[src/rtl/ysmp_pkg.sv]
// ysmp_pkg: shared types, state encodings and constants of the yuyv bilinear sampler
// no dependencies; imported by every rtl file of the block
package ysmp_pkg;

    typedef struct packed {
        logic [9:0]  frame_width;
        logic [9:0]  frame_height;
        logic [11:0] row_stride;
        logic        format_yuyv;
    } cfg_t;

    localparam logic [1:0] REG_FRAME_WIDTH  = 2'd0;
    localparam logic [1:0] REG_FRAME_HEIGHT = 2'd1;
    localparam logic [1:0] REG_ROW_STRIDE   = 2'd2;
    localparam logic [1:0] REG_FORMAT_YUYV  = 2'd3;

    localparam logic OP_WRITE  = 1'b0;
    localparam logic OP_SAMPLE = 1'b1;

    typedef enum logic [2:0] {
        F_IDLE,
        F_CHECK,
        F_ROW0,
        F_ROW1,
        F_PUSH
    } front_state_t;

    typedef enum logic [3:0] {
        B_IDLE,
        B_FETCH,
        B_WAIT,
        B_TOPBOT,
        B_VERT,
        B_CONV1,
        B_CONV2,
        B_CONV3,
        B_CONV4,
        B_OUT
    } back_state_t;

    // bt.601 coefficients in q12
    localparam logic signed [22:0] COEF_RV = 23'sd5743;
    localparam logic signed [22:0] COEF_GU = 23'sd1410;
    localparam logic signed [22:0] COEF_GV = 23'sd2925;
    localparam logic signed [22:0] COEF_BU = 23'sd7258;
    localparam logic signed [8:0]  CHROMA_OFFSET = 9'sd128;
    localparam logic signed [22:0] CLAMP_MAX = 23'sd1044480;
    localparam logic [22:0] AVG_BIAS = 23'd12288;
    localparam logic [19:0] DIV3_MUL = 20'd683;
    localparam logic [8:0]  PIXEL_MAX = 9'd255;

endpackage

[src/rtl/ysmp_queue.sv]
// ysmp_queue: two-entry fifo between the front and the back part
// depends on ysmp_pkg only by convention; generic data width
module ysmp_queue
    import ysmp_pkg::*;
#(
    parameter int DW = 8
)
(
    input  logic          clk,
    input  logic          rst_n,
    input  logic          push,
    input  logic [DW-1:0] push_data,
    output logic          not_full,
    input  logic          pop,
    output logic          not_empty,
    output logic [DW-1:0] head_data
);

    logic [DW-1:0] entry_reg [2];
    logic          wr_ptr_reg, rd_ptr_reg;
    logic [1:0]    count_reg;
    logic          do_push, do_pop;

    assign not_full = (count_reg != 2'd2);
    assign not_empty = (count_reg != 2'd0);
    assign do_push = push && not_full;
    assign do_pop = pop && not_empty;
    assign head_data = entry_reg[rd_ptr_reg];

    always_ff @(posedge clk or negedge rst_n)
    begin
        if (!rst_n)
        begin
            wr_ptr_reg <= 1'b0;
            rd_ptr_reg <= 1'b0;
            count_reg <= 2'd0;
        end
        else
        begin
            if (do_push)
            begin
                wr_ptr_reg <= !wr_ptr_reg;
            end
            if (do_pop)
            begin
                rd_ptr_reg <= !rd_ptr_reg;
            end
            if (do_push && !do_pop)
            begin
                count_reg <= count_reg + 2'd1;
            end
            else if (do_pop && !do_push)
            begin
                count_reg <= count_reg - 2'd1;
            end
        end
    end

    always_ff @(posedge clk)
    begin
        if (do_push)
        begin
            entry_reg[wr_ptr_reg] <= push_data;
        end
    end

endmodule

[config.mk]
export PLATFORM = sky130hd
export DESIGN_NAME = ysmp_queue
export DESIGN_NICKNAME = d
export VERILOG_FILES = /design/src/rtl/ysmp_pkg.sv /design/src/rtl/ysmp_queue.sv
export SDC_FILE = /design/constraint.sdc
export NUM_CORES = 1
export LEC_CHECK = 0
export BUFFER_PORTS_ARGS = -buffer_cell sky130_fd_sc_hd__buf_2
export CORE_MARGIN = 1.5
export CORE_UTILIZATION = 50
export DETAILED_ROUTE_END_ITERATION = 10
export PLACE_DENSITY_LB_ADDON = 0.3
export SLEW_MARGIN = 20
export SYNTH_ARGS = -nofsm -noshare
export SYNTH_HDL_FRONTEND = slang
export SYNTH_SLANG_ARGS = --single-unit
[constraint.sdc]
create_clock -name clk -period 2.3 [get_ports clk]
set_input_delay 0.345 -clock clk [delete_from_list [all_inputs] [get_ports clk]]
set_output_delay 0.345 -clock clk [all_outputs]
set_load 0.02 [all_outputs]
==> flow_metrics.tcl <==
set metrics [dict create \
    drt-initial-drc-count 8 \
    grt_pass1_vias 429 \
    wl_per_cell_microns 13.5 \
    hold_violations 0 \
    ys_ff_latch 20 \
    drv_slew 0 \
    die_h_microns 42.7 \
    std_cell_rows 14 \
    slowest_delay_ns 0.60 \
    dieArea_sq_um 1820 \
    use_met1_pct 20.5 \
    worst_hold_path_type "in2reg" \
    drt_pass1_iterations 4 \
    cts-buffers-inserted 3 \
    clk_pin_slew_worst_paths_ns 0.10 \
    syn-cell-area_sq_um 787 \
    cts_resized 0 \
    synth_warnings 0 \
    path_cells "mux2_2, buf_2" \
    synthCells 43 \
    synth.largest_area_cell "edfxtp_1" \
    initial_core_util_pct 52.9 \
    die_w_microns 42.7 \
    drive_above_1_share_pct 51.5 \
    finalSetupViolations 0 \
    fin_skew_ns 0.000872 \
    power_density_nw_per_um2 1280 \
    syn_nets 56 \
    io-pin-count 22 \
    tightest_slew_ns 0.674 \
    synth_area_leaders "edfxtp_1, dfrtp_1, mux2_2, xnor2_1, xor2_1" \
    grtUsageTotal_pct 15.4 \
    totalWireLength_microns 1130 \
    whs_ns 0.240 \
    drc 0 \
    synth_cell_types 14 \
    use_met3_pct 2.98 \
    drv_cap 0 \
    synthToLayoutAreaGrowth_pct 19.9 \
    fin_crit_sh_pct 77.3 \
    finalSetupTns_ns 0 \
    antenna_found_initial 0 \
    portBuffers 21 \
    crit_type "reg2out" \
    clockBufferDepth 2 \
    use_met2_pct 25.2 \
    yosysMostFrequentCell "edfxtp_1" \
    power_leakage_nw 0.388 \
    avgViaCountPerCell 5.06 \
    routabilityCongestion 0.692 \
    ant_nets 0 \
    htree_levels 1 \
    cts_tree "done" \
    clock_sinks 20 \
    status "finished clean" \
    cp-end-kind "output port" \
    cp.required_ns 1.96 \
    largest_register_ffs 16 \
    busiest_layer "met2" \
    rsz0062_at_grt "no" \
    core_sq_um 1490 \
    synth.yosys.seq_area_share_pct 73.8 \
    synthFlopType "edfxtp_1" \
    critPathLaunchType "flip-flop" \
    min_period_ns 1.78 \
    yosysTopAreaCellShare_pct 61.0 \
    vias 425 \
    syn_area_per_cell_sq_um 18.3 \
    arrival_ns 1.43 \
    worst-path-buf-inv 1 \
    antennaDiodeCount 0 \
    path_max_fanout 9 \
    finalPower_mw 1.20 \
    ctsRootBufferMaster "clkbuf_4" \
    peakVddDrop_v 0.000674 \
    synth-async-reset-ratio_pct 20.0 \
    dp_hpwl_microns 864 \
    insertion_delay_ns 0.28 \
    slew_headroom_pct 54.9 \
    grt_max_degree 12 \
    nets 82 \
    fmax_ghz 0.562 \
    grt_pass1_wl_microns 1970 \
    overflow 0 \
    slowest_stage "dfrtp_1" \
    yosys-top-cells-count "edfxtp_1, mux2_2, dfrtp_1" \
    synth_edf_count 16 \
    cp_top_family "flip-flops" \
]
[final cells by class]
| class | count | area [sq um] |
|---|---|---|
| clock inverter | 1 | 3.75 |
| clock buffer | 3 | 22.5 |
| sequential | 20 | 581 |
| timing repair buffer | 22 | 115 |
| multi-input combinational | 21 | 198 |
| tap | 16 | 20.0 |
| fill | 107 | 546 |
| inverter | 1 | 3.75 |
[routing by layer]
layer	vias up	wire, microns
met1	201	470
met4	0	4
met3	2	64
li1	209	-
met2	13	594
met5	-	0
[worst reg2reg max path: stages, from the launching register on]
cell      delay [ns]
dfrtp_1         0.43
nand2b_4        0.16
nand2_1         0.09
nor2_1          0.53
[repair_timing]
action                    in CTS  in global routing
hold buffers                   1                  0
hold endpoints to repair       4                  0
buffers inserted               0                  0
[stage by stage]
| step | cells | util, % | instance area (sq um) | setup slack [ns] |
|---|---|---|---|---|
| floorplan | 43 | - | 787 | 0.885 |
| global placement | 79 | 60.9 | 907 | 0.847 |
| detailed placement | 79 | 60.9 | 907 | 0.745 |
| CTS | 84 | 63.4 | 943 | 0.510 |
| global route | 84 | 63.4 | 943 | 0.450 |
| finish | 84 | 63.4 | 943 | 0.521 |
[power breakdown]
| part | switching (mW) | internal, mW | total, mW |
|---|---|---|---|
| logic | 0.246 | 0.214 | 0.460 |
| registers | 0.0780 | 0.506 | 0.584 |
| clock network | 0.0960 | 0.0629 | 0.159 |
| total | 0.420 | 0.783 | 1.20 |
[cells by family after synthesis]
kind of cell / after synthesis / share of synthesized area [%]
DFF: 20 / 73.8
adders and majority gates: 1 / 1.59
and+or+nand+nor: 7 / 6.52
muxes: 8 / 11.4
buffers and inverters: 2 / 1.11
xor gates and xnor gates: 5 / 5.57
[placed cells by master (no fill, tap or decap), drive strengths merged, types with 2 or more instances in the layout]
cell type	instances
nand2	2
edfxtp	16
mux2	8
xnor2	3
dfrtp	4
nor2	2
buf	21
xor2	2
clkbuf	3
[final timing paths]
check                                            end  slack, ns                      from  cells after the start
max reg2reg                entry_reg[0][6]$_DFFE_PP_       0.73  count_reg[0]$_DFFE_PN0P_                      3
max in group asynchronous   count_reg[1]$_DFFE_PN0P_       1.80                     rst_n                      2
max                                     head_data[6]       0.52    rd_ptr_reg$_DFFE_PN0P_                      2
min reg2reg                   wr_ptr_reg$_DFFE_PN0P_       0.51    wr_ptr_reg$_DFFE_PN0P_                      1
min                        entry_reg[0][1]$_DFFE_PP_       0.24              push_data[1]                      1
min in group asynchronous   count_reg[0]$_DFFE_PN0P_       0.38                     rst_n                      2
Power figures use the tool's default switching activity.
