<file path="config.mk">
export PLATFORM = sky130hd
export DESIGN_NAME = ysmp_front
export DESIGN_NICKNAME = d
export VERILOG_FILES = /design/src/rtl/ysmp_pkg.sv /design/src/rtl/ysmp_front.sv
export SDC_FILE = /design/constraint.sdc
export NUM_CORES = 1
export LEC_CHECK = 0
export BUFFER_PORTS_ARGS = -buffer_cell sky130_fd_sc_hd__buf_4
export CAP_MARGIN = 20
export CORE_MARGIN = 3
export CORE_UTILIZATION = 23
export DETAILED_ROUTE_END_ITERATION = 12
export SLEW_MARGIN = 20
export SYNTH_ARGS = -nofsm -noshare
export SYNTH_HDL_FRONTEND = slang
export SYNTH_SLANG_ARGS = --single-unit
</file>
<file path="constraint.sdc">
create_clock -name clk -period 9.2 [get_ports clk]
set_clock_uncertainty 0.15 [all_clocks]
set_input_delay 1.38 -clock clk [delete_from_list [all_inputs] [get_ports clk]]
set_output_delay 1.38 -clock clk [all_outputs]
set_load 0.02 [all_outputs]
</file>
<file path="src/rtl/ysmp_pkg.sv">
// ysmp_pkg: shared types, state encodings and constants of the yuyv bilinear sampler
// no dependencies; imported by every rtl file of the block
package ysmp_pkg;

    typedef struct packed {
        logic [9:0]  frame_width;
        logic [9:0]  frame_height;
        logic [11:0] row_stride;
        logic        format_yuyv;
    } cfg_t;

    localparam logic [1:0] REG_FRAME_WIDTH  = 2'd0;
    localparam logic [1:0] REG_FRAME_HEIGHT = 2'd1;
    localparam logic [1:0] REG_ROW_STRIDE   = 2'd2;
    localparam logic [1:0] REG_FORMAT_YUYV  = 2'd3;

    localparam logic OP_WRITE  = 1'b0;
    localparam logic OP_SAMPLE = 1'b1;

    typedef enum logic [2:0] {
        F_IDLE,
        F_CHECK,
        F_ROW0,
        F_ROW1,
        F_PUSH
    } front_state_t;

    typedef enum logic [3:0] {
        B_IDLE,
        B_FETCH,
        B_WAIT,
        B_TOPBOT,
        B_VERT,
        B_CONV1,
        B_CONV2,
        B_CONV3,
        B_CONV4,
        B_OUT
    } back_state_t;

    // bt.601 coefficients in q12
    localparam logic signed [22:0] COEF_RV = 23'sd5743;
    localparam logic signed [22:0] COEF_GU = 23'sd1410;
    localparam logic signed [22:0] COEF_GV = 23'sd2925;
    localparam logic signed [22:0] COEF_BU = 23'sd7258;
    localparam logic signed [8:0]  CHROMA_OFFSET = 9'sd128;
    localparam logic signed [22:0] CLAMP_MAX = 23'sd1044480;
    localparam logic [22:0] AVG_BIAS = 23'd12288;
    localparam logic [19:0] DIV3_MUL = 20'd683;
    localparam logic [8:0]  PIXEL_MAX = 9'd255;

endpackage

</file>
<file path="src/rtl/ysmp_front.sv">
// ysmp_front: accepts items, runs the frame and bounds checks and computes row base addresses
// depends on ysmp_pkg; feeds ysmp_queue
module ysmp_front
    import ysmp_pkg::*;
#(
    parameter int FRAME_BYTES = 262144,
    parameter int FRAC_BITS = 8,
    parameter int AW = $clog2(FRAME_BYTES)
)
(
    input  logic                 clk,
    input  logic                 rst_n,
    input  cfg_t                 cfg,
    input  logic                 start,
    output logic                 busy,
    input  logic                 op,
    input  logic [17:0]          byte_address,
    input  logic [7:0]           byte_value,
    input  logic [17:0]          row_pos,
    input  logic [17:0]          col_pos,
    output logic                 push_valid,
    input  logic                 push_ready,
    output logic                 q_op,
    output logic                 q_fail,
    output logic [17:0]          q_waddr,
    output logic [7:0]           q_wdata,
    output logic [AW-1:0]        q_base0,
    output logic [AW-1:0]        q_base1,
    output logic [9:0]           q_col0,
    output logic [9:0]           q_col1,
    output logic [FRAC_BITS-1:0] q_rfrac,
    output logic [FRAC_BITS-1:0] q_cfrac
);

    localparam int CW = (10 + FRAC_BITS > 18) ? 10 + FRAC_BITS : 18;
    localparam logic [22:0] FB_LIM = 23'(FRAME_BYTES);

    front_state_t state_reg, state_next;

    logic          op_reg;
    logic [17:0]   addr_reg;
    logic [7:0]    data_reg;
    logic [17:0]   rpos_reg;
    logic [17:0]   cpos_reg;
    logic          fail_reg;
    logic [AW-1:0] base0_reg;
    logic [AW-1:0] base1_reg;

    logic [9:0]  row_last, col_last;
    logic [17:0] rp_shift, cp_shift;
    logic [9:0]  r0, c0, r1, c1;
    logic [9:0]  mul_a;
    logic [21:0] prod;
    logic        basic_fail, fit_fail, pos_fail, check_fail, waddr_fail;

    assign row_last = cfg.frame_height - 10'd1;
    assign col_last = cfg.frame_width - 10'd1;
    assign rp_shift = rpos_reg >> FRAC_BITS;
    assign cp_shift = cpos_reg >> FRAC_BITS;
    assign r0 = rp_shift[9:0];
    assign c0 = cp_shift[9:0];
    // far neighbour clamps to the last row or column
    assign r1 = (r0 == row_last) ? r0 : r0 + 10'd1;
    assign c1 = (c0 == col_last) ? c0 : c0 + 10'd1;

    assign prod = 22'(mul_a) * 22'(cfg.row_stride);

    assign basic_fail = !cfg.format_yuyv || (cfg.frame_width == 10'd0) ||
                        cfg.frame_width[0] || (cfg.frame_height == 10'd0);
    assign fit_fail = (23'(prod) + 23'({cfg.frame_width, 1'b0})) > FB_LIM;
    assign pos_fail = (CW'(rpos_reg) > (CW'(row_last) << FRAC_BITS)) ||
                      (CW'(cpos_reg) > (CW'(col_last) << FRAC_BITS));
    assign check_fail = basic_fail || fit_fail || pos_fail;
    assign waddr_fail = 23'(addr_reg) >= FB_LIM;

    always_comb
    begin
        state_next = state_reg;
        case (state_reg)
            F_IDLE:
            begin
                if (start)
                begin
                    state_next = F_CHECK;
                end
            end
            F_CHECK:
            begin
                if (op_reg == OP_WRITE || check_fail)
                begin
                    state_next = F_PUSH;
                end
                else
                begin
                    state_next = F_ROW0;
                end
            end
            F_ROW0:  state_next = F_ROW1;
            F_ROW1:  state_next = F_PUSH;
            F_PUSH:
            begin
                if (push_ready)
                begin
                    state_next = F_IDLE;
                end
            end
            default: state_next = F_IDLE;
        endcase
    end

    always_comb
    begin
        busy = (state_reg != F_IDLE);
        push_valid = (state_reg == F_PUSH);
        case (state_reg)
            F_ROW0:  mul_a = r0;
            F_ROW1:  mul_a = r1;
            default: mul_a = row_last;
        endcase
    end

    always_ff @(posedge clk or negedge rst_n)
    begin
        if (!rst_n)
        begin
            state_reg <= F_IDLE;
        end
        else
        begin
            state_reg <= state_next;
        end
    end

    always_ff @(posedge clk)
    begin
        case (state_reg)
            F_IDLE:
            begin
                if (start)
                begin
                    op_reg <= op;
                    addr_reg <= byte_address;
                    data_reg <= byte_value;
                    rpos_reg <= row_pos;
                    cpos_reg <= col_pos;
                end
            end
            F_CHECK:
            begin
                fail_reg <= (op_reg == OP_WRITE) ? waddr_fail : check_fail;
            end
            F_ROW0:  base0_reg <= AW'(prod);
            F_ROW1:  base1_reg <= AW'(prod);
            default:
            begin
            end
        endcase
    end

    assign q_op = op_reg;
    assign q_fail = fail_reg;
    assign q_waddr = addr_reg;
    assign q_wdata = data_reg;
    assign q_base0 = base0_reg;
    assign q_base1 = base1_reg;
    assign q_col0 = c0;
    assign q_col1 = c1;
    assign q_rfrac = rpos_reg[FRAC_BITS-1:0];
    assign q_cfrac = cpos_reg[FRAC_BITS-1:0];

endmodule

</file>
==> results of run 1 <==
synth_stat cells (2+ instances only):
library cell,count,share of area
inv_1,101,0.041
edfxtp_1,100,0.33
ha_1,92,0.12
nand2_1,90,0.037
fa_1,79,0.17
and2_1,67,0.046
a21oi_1,45,0.024
nor2_1,45,0.018
xnor2_1,35,0.033
xor2_1,17,0.016
clkbuf_1,16,0.0065
nand3_1,15,0.0081
o21ai_0,15,0.0081
buf_1,12,0.0049
nand4_1,10,0.0068
nor3_1,10,0.0054
o211ai_1,9,0.0073
a21o_1,8,0.0065
buf_4,8,0.0065
nor2b_1,8,0.0054
nor4_1,7,0.0048
a211oi_1,6,0.0049
and3_1,6,0.0041
nand2b_1,5,0.0034
nand3b_1,4,0.0033
o21a_1,4,0.0033
o31ai_1,4,0.0033
or3_1,4,0.0027
and4_1,3,0.0029
dfrtp_1,3,0.0081
mux2i_1,3,0.0033
o21ai_1,3,0.0016
or4_1,3,0.0024
a2111o_1,2,0.0024
a211oi_2,2,0.0027
a31o_2,2,0.0019
a31oi_1,2,0.0014
mux2_2,2,0.0024
nor4b_2,2,0.0033
o2111a_1,2,0.0024
o2111ai_1,2,0.0019
o211a_1,2,0.0022
cells by family (layout without fill, tap and decap cells):
logic type / Yosys count / count (layout) / synth area share
and+or+nand+nor: 285 / 285 / 0.160
adders and majority gates: 171 / 171 / 0.297
buffers and inverters: 138 / 452 / 0.0596
AOI/OAI and AO/OA: 126 / 126 / 0.0943
DFF: 103 / 103 / 0.334
xor gates and xnor gates: 52 / 52 / 0.0494
muxes: 5 / 5 / 0.00570
power by group through the flow:
stage	Clock, mW	Combinational (mW)	Sequential (mW)
final	0.394	4.52	0.771
after global routing	0.425	4.99	0.779
after CTS	0.407	4.43	0.771
after detailed placement	0	4.30	0.780
after global placement	0	4.26	0.779
after floorplan	0	2.54	0.821
repair_timing:
action,CTS,global route
endpoints found under the setup margin,3,3
buffers inserted,14,3
gates resized for setup,30,10
pin swaps,28,6
final timing paths:
path	startpoint	to	slack (ns)
max in group asynchronous	rst_n	state_reg[2]$_DFFE_PN0P_	8.15
min in group asynchronous	rst_n	state_reg[0]$_DFFE_PN0P_	0.65
min reg2reg	state_reg[2]$_DFFE_PN0P_	state_reg[0]$_DFFE_PN0P_	0.38
max	cfg[15]	q_fail$_SDFFCE_PN0N_	-0.28
min	state_reg[2]$_DFFE_PN0P_	state_reg[0]$_DFFE_PN0P_	0.38
max reg2reg	rpos_reg[12]$_DFFE_PP_	q_fail$_SDFFCE_PN0N_	1.16
stage by stage:
stage	area [um2]	hold WS, ns	total power [mW]	utilization	setup TNS, ns
finish	12900	0.375	5.68	0.329	-0.680
global route	12900	0.420	6.20	0.329	-2.25
CTS	12800	0.375	5.61	0.328	-0.604
detailed placement	12300	0.360	5.08	0.314	-2.57
global placement	12300	0.346	5.03	0.314	-2.10
floorplan	9410	0.314	3.36	-	-0.925
final cells by class:
type                       instances  share of cell area
inverter                         101              0.0297
tap                              518              0.0504
sequential                       103               0.239
multi-input combinational        639               0.460
clock buffer                      10              0.0178
clock inverter                     6             0.00612
timing repair buffer             335               0.197
layer usage:
metal | vias up | wire [um] | track usage
met5 | - | 0 | 0
met4 | 0 | 467 | 0.0264
met3 | 34 | 1490 | 0.0321
met2 | 185 | 12400 | 0.208
met1 | 3691 | 10900 | 0.154
li1 | 3617 | - | -
critical path: cells and delay by family:
| kind | cells | cell delay [ns] |
|---|---|---|
| AND/OR/NAND/NOR | 10 | 1.79 |
| XOR/XNOR | 2 | 0.23 |
| adder cells (fa/ha/maj) | 8 | 2.89 |
| AO/OA/AOI/OAI | 11 | 2.05 |
| buffers and inverters | 9 | 1.11 |
==> reports/qor.txt, run 1 <==
area of the multi-input gates - 0.00592 mm2
FF-to-FF path depth - 34
combinational power share - 0.795
Iter 0 DRT Violations - 320
RSZ-0062 raised after global routing - true
Ports - 202
CTS tree - done
DRT Pass-1 Iters - 4
clock latency on the worst-skew pair - 0.36 ns
PD cells - 441 mW/mm2
Starting Density - 0.236
ant diodes - 0
Post-Synthesis Cell Area - 0.00921 mm2
Yosys cell types - 67
wire length per cell - 14.8 um
port buffer count - 201
Site Rows - 72
Die Height - 206 um
clk root buf - clkbuf_16
slowest stage delay, CP - 0.57 ns
crit path capture type - register
vias per cell - 4.40
Hold Path Class - reg -> reg
Seq pwr share - 0.136
GRT Residual Overflow - 0
LEAKAGE - 5.73 nW
Worst VDD drop - 405 uV
sw frac - 0.449
synthesized instance count - 880
Final nets - 1460
largest net degree at the start of global routing - 64
Post-synth EDFFs - 100
worst hold stages - 1
crit path max fanout - 5
post-synthesis async set-or-reset flop share - 0.0291
Switch Pwr - 2.55 mW
CP dominant cell by count - buf_4
CP arrival - 9.44 ns
Worst Setup Start Kind - primary input
Layout fillers - 3997
initial antenna violation count - 0
CTS clk-pin slew, worst paths - 0.07 ns
critical path class - in -> reg
Total GRT Usage - 0.122
WP data required - 9.16 ns
Num CTS Buffers - 9
die width - 206 um
measured slew at the worst slew-check pin - 0.941 ns
CTS Buffer Depth - 2
CTS H-tree lvls - 3
area delta synth->final - 39.7%
syn_area_per_cell - 10.5 um2
max-capacitance violation count - 0
most frequent cells in the layout - 331 x buf_4, 100 x edfxtp_1, 94 x inv_1
prevailing post-synth register cell - edfxtp_1
failing checks - negative setup slack
HPWL after DPL - 21400 um
CTS Hold Bufs - 0
vias in the first global route - 7862
via count - 7527
Mapped Nets - 1151
Slew Limit Fails - 0
Synth Warn # - 0
core area - 0.0391 mm2
CTS Sinks - 103
detailed-route DRC error count - 0
placed cell count - 1679
first-pass GRT wire length - 40600 um
antenna viol nets, final - 0
Die ar. - 0.0425 mm2
fin crit share - 1.03
Clk pwr share - 0.069
share of cells above drive strength 1 - 0.360
Crit-path slowest cell - fa_2
sequential standard cell area - 0.00308 mm2
internal power - 3.13 mW
Worst Setup Slack, final - -0.283 ns
most common cell after layout, fill and taps aside - buf_4
Hold Fails Final Rpt - 0
Achievable Freq - 105 MHz
count of state elements after synthesis - 103
status - finished, violations left
Placement Setup Slack - -0.899 ns
Tmin final - 9.48 ns
endpoints failing setup - 3
worst relative slew slack - 0.354
final RePlAce weighted congestion - 0.829
Total Wirelength - 25300 um
sequential element share of the synthesized area - 0.334
Cell Count, Final, Fillers Out - 1712
Note: power is estimated with default switching activity, not from simulation.
==> inputs of run 2 (changes only) <==
--- a/config.mk
+++ b/config.mk
@@ -5,11 +5,12 @@
 export SDC_FILE = /design/constraint.sdc
 export NUM_CORES = 1
 export LEC_CHECK = 0
-export BUFFER_PORTS_ARGS = -buffer_cell sky130_fd_sc_hd__buf_4
+export BUFFER_PORTS_ARGS = -buffer_cell sky130_fd_sc_hd__buf_2
 export CAP_MARGIN = 20
 export CORE_MARGIN = 3
 export CORE_UTILIZATION = 23
 export DETAILED_ROUTE_END_ITERATION = 12
+export SKIP_LAST_GASP = 1
 export SLEW_MARGIN = 20
 export SYNTH_ARGS = -nofsm -noshare
 export SYNTH_HDL_FRONTEND = slang
==> run 2 against run 1 <==
The flow still finishes with violations (negative setup slack). Routed wire length increased by 2.8%. Hold slack got worse by 0.012 ns. Cell area decreased by 1.6%. Cell count increased by 1.7%. Global-route usage increased by 0.084 points. Sequential power about the same.
==> reports/qor.txt, run 2 (same netlist as run 1, synthesis figures left out) <==
die width - 206 um (unchanged)
Tmin final - 9.45 ns (-0.0307 ns)
CTS clk-pin slew, worst paths - 0.08 ns (about the same)
Ports - 202 (unchanged)
max-capacitance violation count - 0 (unchanged)
status - finished, violations left
Hold Fails Final Rpt - 0 (unchanged)
initial antenna violation count - 4 (+4)
Switch Pwr - 2.65 mW (+3.9%)
internal power - 3.30 mW (+5.3%)
CTS Buffer Depth - 2 (unchanged)
Overall Power - 5.95 mW (+4.7%)
worst relative slew slack - 0.387 (+0.0330)
core area - 0.0391 mm2 (unchanged)
port buffer count - 201 (unchanged)
Layout fillers - 4070 (+1.8%)
CTS Hold Bufs - 0 (unchanged)
CTS Sinks - 103 (unchanged)
Iter 0 DRT Violations - 304 (-5.0%)
met1 Track Usage GR - 0.155 (+0.000977)
clock latency on the worst-skew pair - 0.36 ns (about the same)
WP data required - 9.17 ns (about the same)
most common cell after layout, fill and taps aside - buf_2
Die Height - 206 um (unchanged)
Final nets - 1488 (+1.9%)
LEAKAGE - 5.70 nW (-0.50%)
Worst Setup Start Kind - primary input
Worst Setup Slack, final - -0.252 ns (+0.0307 ns)
TNS Setup - -0.625 ns (+0.0548 ns)
Die ar. - 0.0425 mm2 (unchanged)
critical path class - in -> reg
Worst Setup SP - cfg[15]
Worst VDD drop - 521 uV (+28%)
combinational power share - 0.808 (+0.013)
GR peak layer - met2
HPWL after DPL - 21200 um (-0.82%)
CP top delay family - adder cells
Total GRT Usage - 0.122 (+0.000841)
Seq pwr share - 0.129 (-0.007)
CP dominant cell by count - fa_1
DRT Pass-1 Iters - 4 (unchanged)
final RePlAce weighted congestion - 0.852 (+2.9%)
launching point of the worst reg2reg path - rpos_reg[12]$_DFFE_PP_
grt met3 use - 0.0318 (-0.000315)
most frequent cells in the layout - 200 x buf_2, 154 x buf_4, 100 x edfxtp_1
first-pass GRT wire length - 40800 um (+0.53%)
measured slew at the worst slew-check pin - 0.893 ns (-0.0482 ns)
antenna viol nets, final - 0 (unchanged)
met2 usage - 0.211 (+0.00308)
failing checks - negative setup slack
crit path capture type - register
vias in the first global route - 7908 (+0.59%)
Starting Density - 0.236 (unchanged)
via count - 7611 (+1.1%)
slowest stage delay, CP - 0.56 ns (about the same)
GRT Residual Overflow - 0 (unchanged)
worst path bufs/invs - 7 (-2)
RSZ-0062 raised after global routing - true
clk root buf - clkbuf_16
Site Rows - 72 (unchanged)
CP arrival - 9.42 ns (-0.02 ns)
CTS H-tree lvls - 3 (unchanged)
Slew Limit Fails - 0 (unchanged)
placed cell count - 1680 (+0.060%)
Hold Path Class - reg -> reg
share of cells above drive strength 1 - 0.385 (+0.0245)
Crit-path slowest cell - fa_1
fin crit share - 1.03 (-0.00334)
post-route core utilization - 0.324 (-0.00528)
hold path start - state_reg[2]$_DFFE_PN0P_
CTS tree - done
crit path max fanout - 7 (+2)
wire length per cell - 14.9 um (+1.1%)
area delta synth->final - 37.5%
Cell Count, Final, Fillers Out - 1741 (+1.7%)
endpoints failing setup - 3 (unchanged)
Achievable Freq - 106 MHz (+0.33%)
PD cells - 470 mW/mm2 (+6.4%)
largest net degree at the start of global routing - 64 (unchanged)
sw frac - 0.446 (-0.00323)
Clk pwr share - 0.063 (-0.006)
detailed-route DRC error count - 0 (unchanged)
Num CTS Buffers - 9 (unchanged)
vias per cell - 4.37 (-0.57%)
Total Wirelength - 26000 um (+2.8%)
run 2: cell types whose count changed in the layout (fill, tap and decap cells not counted), moves of 3 or more:
cell / delta
ha_4: +4
buf_4: -177
buf_6: +4
buf_2: +200
ha_1: -3
run 2: final cells by class:
type                            instances  area [um2]  area share
Clock inverter                          6        61.3     0.00484
Clock buffer                           10         229      0.0181
Inverter                              101         379      0.0299
Tap cell                              518         648      0.0512
Antenna cell                            1        2.50    0.000198
Multi-Input combinational cell        639        6000       0.474
Timing Repair Buffer                  363        2260       0.179
Sequential cell                       103        3080       0.243
run 2: path summary, 6_finish.rpt:
path	to	slack, ns	depth (start not counted)
max	q_fail$_SDFFCE_PN0N_	-0.25	42
min in group asynchronous	state_reg[0]$_DFFE_PN0P_	0.65	1
max in group asynchronous	state_reg[2]$_DFFE_PN0P_	8.14	1
min reg2reg	state_reg[0]$_DFFE_PN0P_	0.36	1
min	state_reg[0]$_DFFE_PN0P_	0.36	1
max reg2reg	q_fail$_SDFFCE_PN0N_	1.10	36
run 2: what timing repair did:
action | CTS | global route
endpoints found under the setup margin | 3 | 3
gates cloned | 1 | 1
gates resized for setup | 35 | 32
hold endpoints to repair | 0 | 0
pin swaps | 34 | 24
setup buffers | 27 | 14
run 2: power groups by stage:
stage                     combinational [mW]  sequential [mW]  clock [mW]
after floorplan                         2.54            0.821           0
after global placement                  4.26            0.777           0
after detailed placement                4.30            0.779           0
after CTS                               4.60            0.768       0.392
after global routing                    5.29            0.776       0.412
final                                   4.80            0.768       0.375
run 2: stage by stage:
step / hold slack (ns) / area, um2 / setup slack (ns)
2_1_floorplan: 0.314 / 9410 / -0.367
4_1_cts: 0.356 / 12400 / -0.208
3_5_place_dp: 0.352 / 11800 / -0.856
5_1_grt: 0.410 / 12700 / -0.689
6_report: 0.364 / 12700 / -0.252
3_3_place_gp: 0.347 / 11800 / -0.722
run 2: layer usage:
metal,vias up,part of all wire,wire (um)
met5,-,0.0013,34
met2,176,0.49,12800
met3,34,0.058,1510
met1,3708,0.44,11300
li1,3687,-,-
met4,6,0.013,341
==> inputs of run 3 (changes only) <==
--- a/config.mk
+++ b/config.mk
@@ -10,6 +10,8 @@
 export CORE_MARGIN = 3
 export CORE_UTILIZATION = 23
 export DETAILED_ROUTE_END_ITERATION = 12
+export MAX_ROUTING_LAYER = met4
+export PLACE_DENSITY_LB_ADDON = 0.1
 export SKIP_LAST_GASP = 1
 export SLEW_MARGIN = 20
 export SYNTH_ARGS = -nofsm -noshare
==> run 3 against run 2 <==
The run still ends with negative setup slack left. Sequential share of layout area decreased by 0.18 points. Flip-flop and latch count unchanged. Non-clock buffer count unchanged. Cell area increased by 0.74%. Total power about the same. Sequential power about the same. Combinational power about the same. Clock power increased by 5.3%. Die area unchanged. Largest power group unchanged. Highest routed layer is now met4.
==> reports/qor.txt, run 3 (same netlist as run 1, synthesis figures left out) <==
final RePlAce weighted congestion - 0.786 (-7.8%)
Slew Limit Fails - 0 (unchanged)
GRT Residual Overflow - 0 (unchanged)
placed cell count - 1698 (+1.1%)
met1 Track Usage GR - 0.180 (+0.0251)
Hold Path End - state_reg[0]$_DFFE_PN0P_
endpoints failing setup - 3 (unchanged)
LEAKAGE - 5.73 nW (+0.46%)
clock latency on the worst-skew pair - 0.36 ns (about the same)
most frequent cells in the layout - 199 x buf_2, 159 x buf_4, 100 x edfxtp_1
wire length per cell - 16.0 um (+7.2%)
core area - 0.0391 mm2 (unchanged)
Tmin final - 9.60 ns (+0.146 ns)
critical path class - in -> reg
HPWL after DPL - 23600 um (+11%)
CTS tree - done
port buffer count - 201 (unchanged)
Starting Density - 0.236 (unchanged)
via count - 7465 (-1.9%)
combinational power share - 0.804 (-0.004)
die width - 206 um (unchanged)
Total Wirelength - 27900 um (+7.2%)
WP data required - 9.17 ns (about the same)
area delta synth->final - 38.5%
Worst Setup Start Kind - primary input
first-pass GRT wire length - 44200 um (+8.4%)
most common cell after layout, fill and taps aside - buf_2
Clk pwr share - 0.067 (+0.004)
Final nets - 1488 (unchanged)
Switch Pwr - 2.68 mW (+0.97%)
Crit-path slowest cell - fa_1
Seq pwr share - 0.130 (about the same)
DRT Pass-1 Iters - 4 (unchanged)
largest net degree at the start of global routing - 64 (unchanged)
Die ar. - 0.0425 mm2 (unchanged)
Die Height - 206 um (unchanged)
CTS H-tree lvls - 3 (unchanged)
share of cells above drive strength 1 - 0.390 (+0.00491)
max-capacitance violation count - 0 (unchanged)
Cell Count, Final, Fillers Out - 1741 (unchanged)
hold path start - state_reg[2]$_DFFE_PN0P_
CTS clk-pin slew, worst paths - 0.08 ns (about the same)
antenna viol nets, final - 0 (unchanged)
Iter 0 DRT Violations - 225 (-26%)
FF-to-FF path depth - 37 (+2.8%)
Placement Setup Slack - -1.10 ns (-0.242 ns)
internal power - 3.27 mW (-0.91%)
detailed-route DRC error count - 0 (unchanged)
fin crit share - 1.04 (+0.0158)
reg2reg setup slack - 1.01 ns (-0.09 ns)
met2 usage - 0.228 (+0.0170)
vias in the first global route - 8051 (+1.8%)
Ports - 202 (unchanged)
CTS Sinks - 103 (unchanged)
Layout fillers - 4106 (+0.88%)
initial antenna violation count - 1 (-3)
vias per cell - 4.29 (-1.9%)
clk root buf - clkbuf_16
worst relative slew slack - 0.410 (+0.0227)
Overall Power - 5.94 mW (about the same)
Total GRT Usage - 0.139 (+0.0163)
CP arrival - 9.57 ns (+0.15 ns)
crit path max fanout - 4 (-3)
measured slew at the worst slew-check pin - 0.885 ns (-0.00842 ns)
Worst VDD drop - 262 uV (-50%)
slowest stage delay, CP - 0.53 ns (-0.03 ns)
status - finished, violations left
GR peak layer - met2
PD cells - 466 mW/mm2 (-0.81%)
Reg2Reg Capture Point - q_fail$_SDFFCE_PN0N_
launching point of the worst reg2reg path - rpos_reg[12]$_DFFE_PP_
Site Rows - 72 (unchanged)
Num CTS Buffers - 9 (unchanged)
grt met3 use - 0.0287 (-0.00315)
failing checks - negative setup slack
Hold Fails Final Rpt - 0 (unchanged)
worst hold stages - 1 (unchanged)
Hold Path Class - reg -> reg
Worst Setup Slack, final - -0.398 ns (-0.146 ns)
sw frac - 0.450 (+0.00466)
RSZ-0062 raised after global routing - true
crit path capture type - register
CTS Buffer Depth - 2 (unchanged)
Achievable Freq - 104 MHz (-1.5%)
run 3: layer usage:
metal | wire length [um] | up-vias | part of all wire
met2 | 13400 | 153 | 0.48
met5 | 0 | - | 0
met3 | 1310 | 13 | 0.047
met4 | 261 | 0 | 0.0094
li1 | - | 3683 | -
met1 | 12900 | 3616 | 0.46
run 3: worst max path at each step:
stage,start,depth (start not counted),slack [ns],to
global route,cfg[15],43,-0.79,q_fail$_SDFFCE_PN0N_
floorplan,cfg[15],41,-0.37,q_fail$_SDFFCE_PN0N_
finish,cfg[15],44,-0.40,q_fail$_SDFFCE_PN0N_
detailed placement,cfg[15],41,-1.10,q_fail$_SDFFCE_PN0N_
global placement,cfg[15],41,-1.01,q_fail$_SDFFCE_PN0N_
CTS,cfg[15],40,-0.41,q_fail$_SDFFCE_PN0N_
run 3: repair_timing:
| item | 4_1_cts | 5_1_grt |
|---|---|---|
| hold buffers | 0 | 0 |
| gates resized for setup | 24 | 51 |
| setup endpoints to repair | 3 | 3 |
| buffers inserted | 15 | 11 |
| pin swaps | 23 | 30 |
run 3: final cells by class:
| type | instances | area, um2 | share of cell area |
|---|---|---|---|
| Timing Repair Buffer | 363 | 2250 | 0.176 |
| Inverter | 101 | 382 | 0.0299 |
| Clock buffer | 9 | 225 | 0.0177 |
| Sequential cell | 103 | 3080 | 0.241 |
| Antenna cell | 1 | 2.50 | 0.000196 |
| Multi-Input combinational cell | 639 | 6100 | 0.478 |
| Tap cell | 518 | 648 | 0.0508 |
| Clock inverter | 7 | 76.3 | 0.00598 |
run 3: stage by stage:
| stage | setup TNS [ns] | instance area (um2) | hold WS (ns) | utilization |
|---|---|---|---|---|
| finish | -1.12 | 12800 | 0.366 | 0.326 |
| global placement | -2.91 | 11900 | 0.360 | 0.304 |
| global route | -2.29 | 12800 | 0.394 | 0.326 |
| detailed placement | -3.14 | 11900 | 0.359 | 0.304 |
| floorplan | -0.925 | 9410 | 0.314 | - |
| CTS | -1.15 | 12400 | 0.366 | 0.317 |
run 3: power by group through the flow:
stage | clock network (mW) | registers, mW | logic [mW]
finish | 0.395 | 0.770 | 4.78
CTS | 0.416 | 0.771 | 4.48
detailed placement | 0 | 0.781 | 4.36
global placement | 0 | 0.781 | 4.38
floorplan | 0 | 0.821 | 2.54
global route | 0.434 | 0.779 | 5.29
run 3: worst max-delay path: cells and delay by family:
| kind | cells | cell delay (ns) |
|---|---|---|
| buffers and inverters | 9 | 0.99 |
| adder cells (fa/ha/maj) | 8 | 3.04 |
| multiplexers | 1 | 0.13 |
| XOR/XNOR | 2 | 0.28 |
| AO/OA/AOI/OAI | 13 | 2.05 |
| AND/OR/NAND/NOR | 11 | 1.72 |
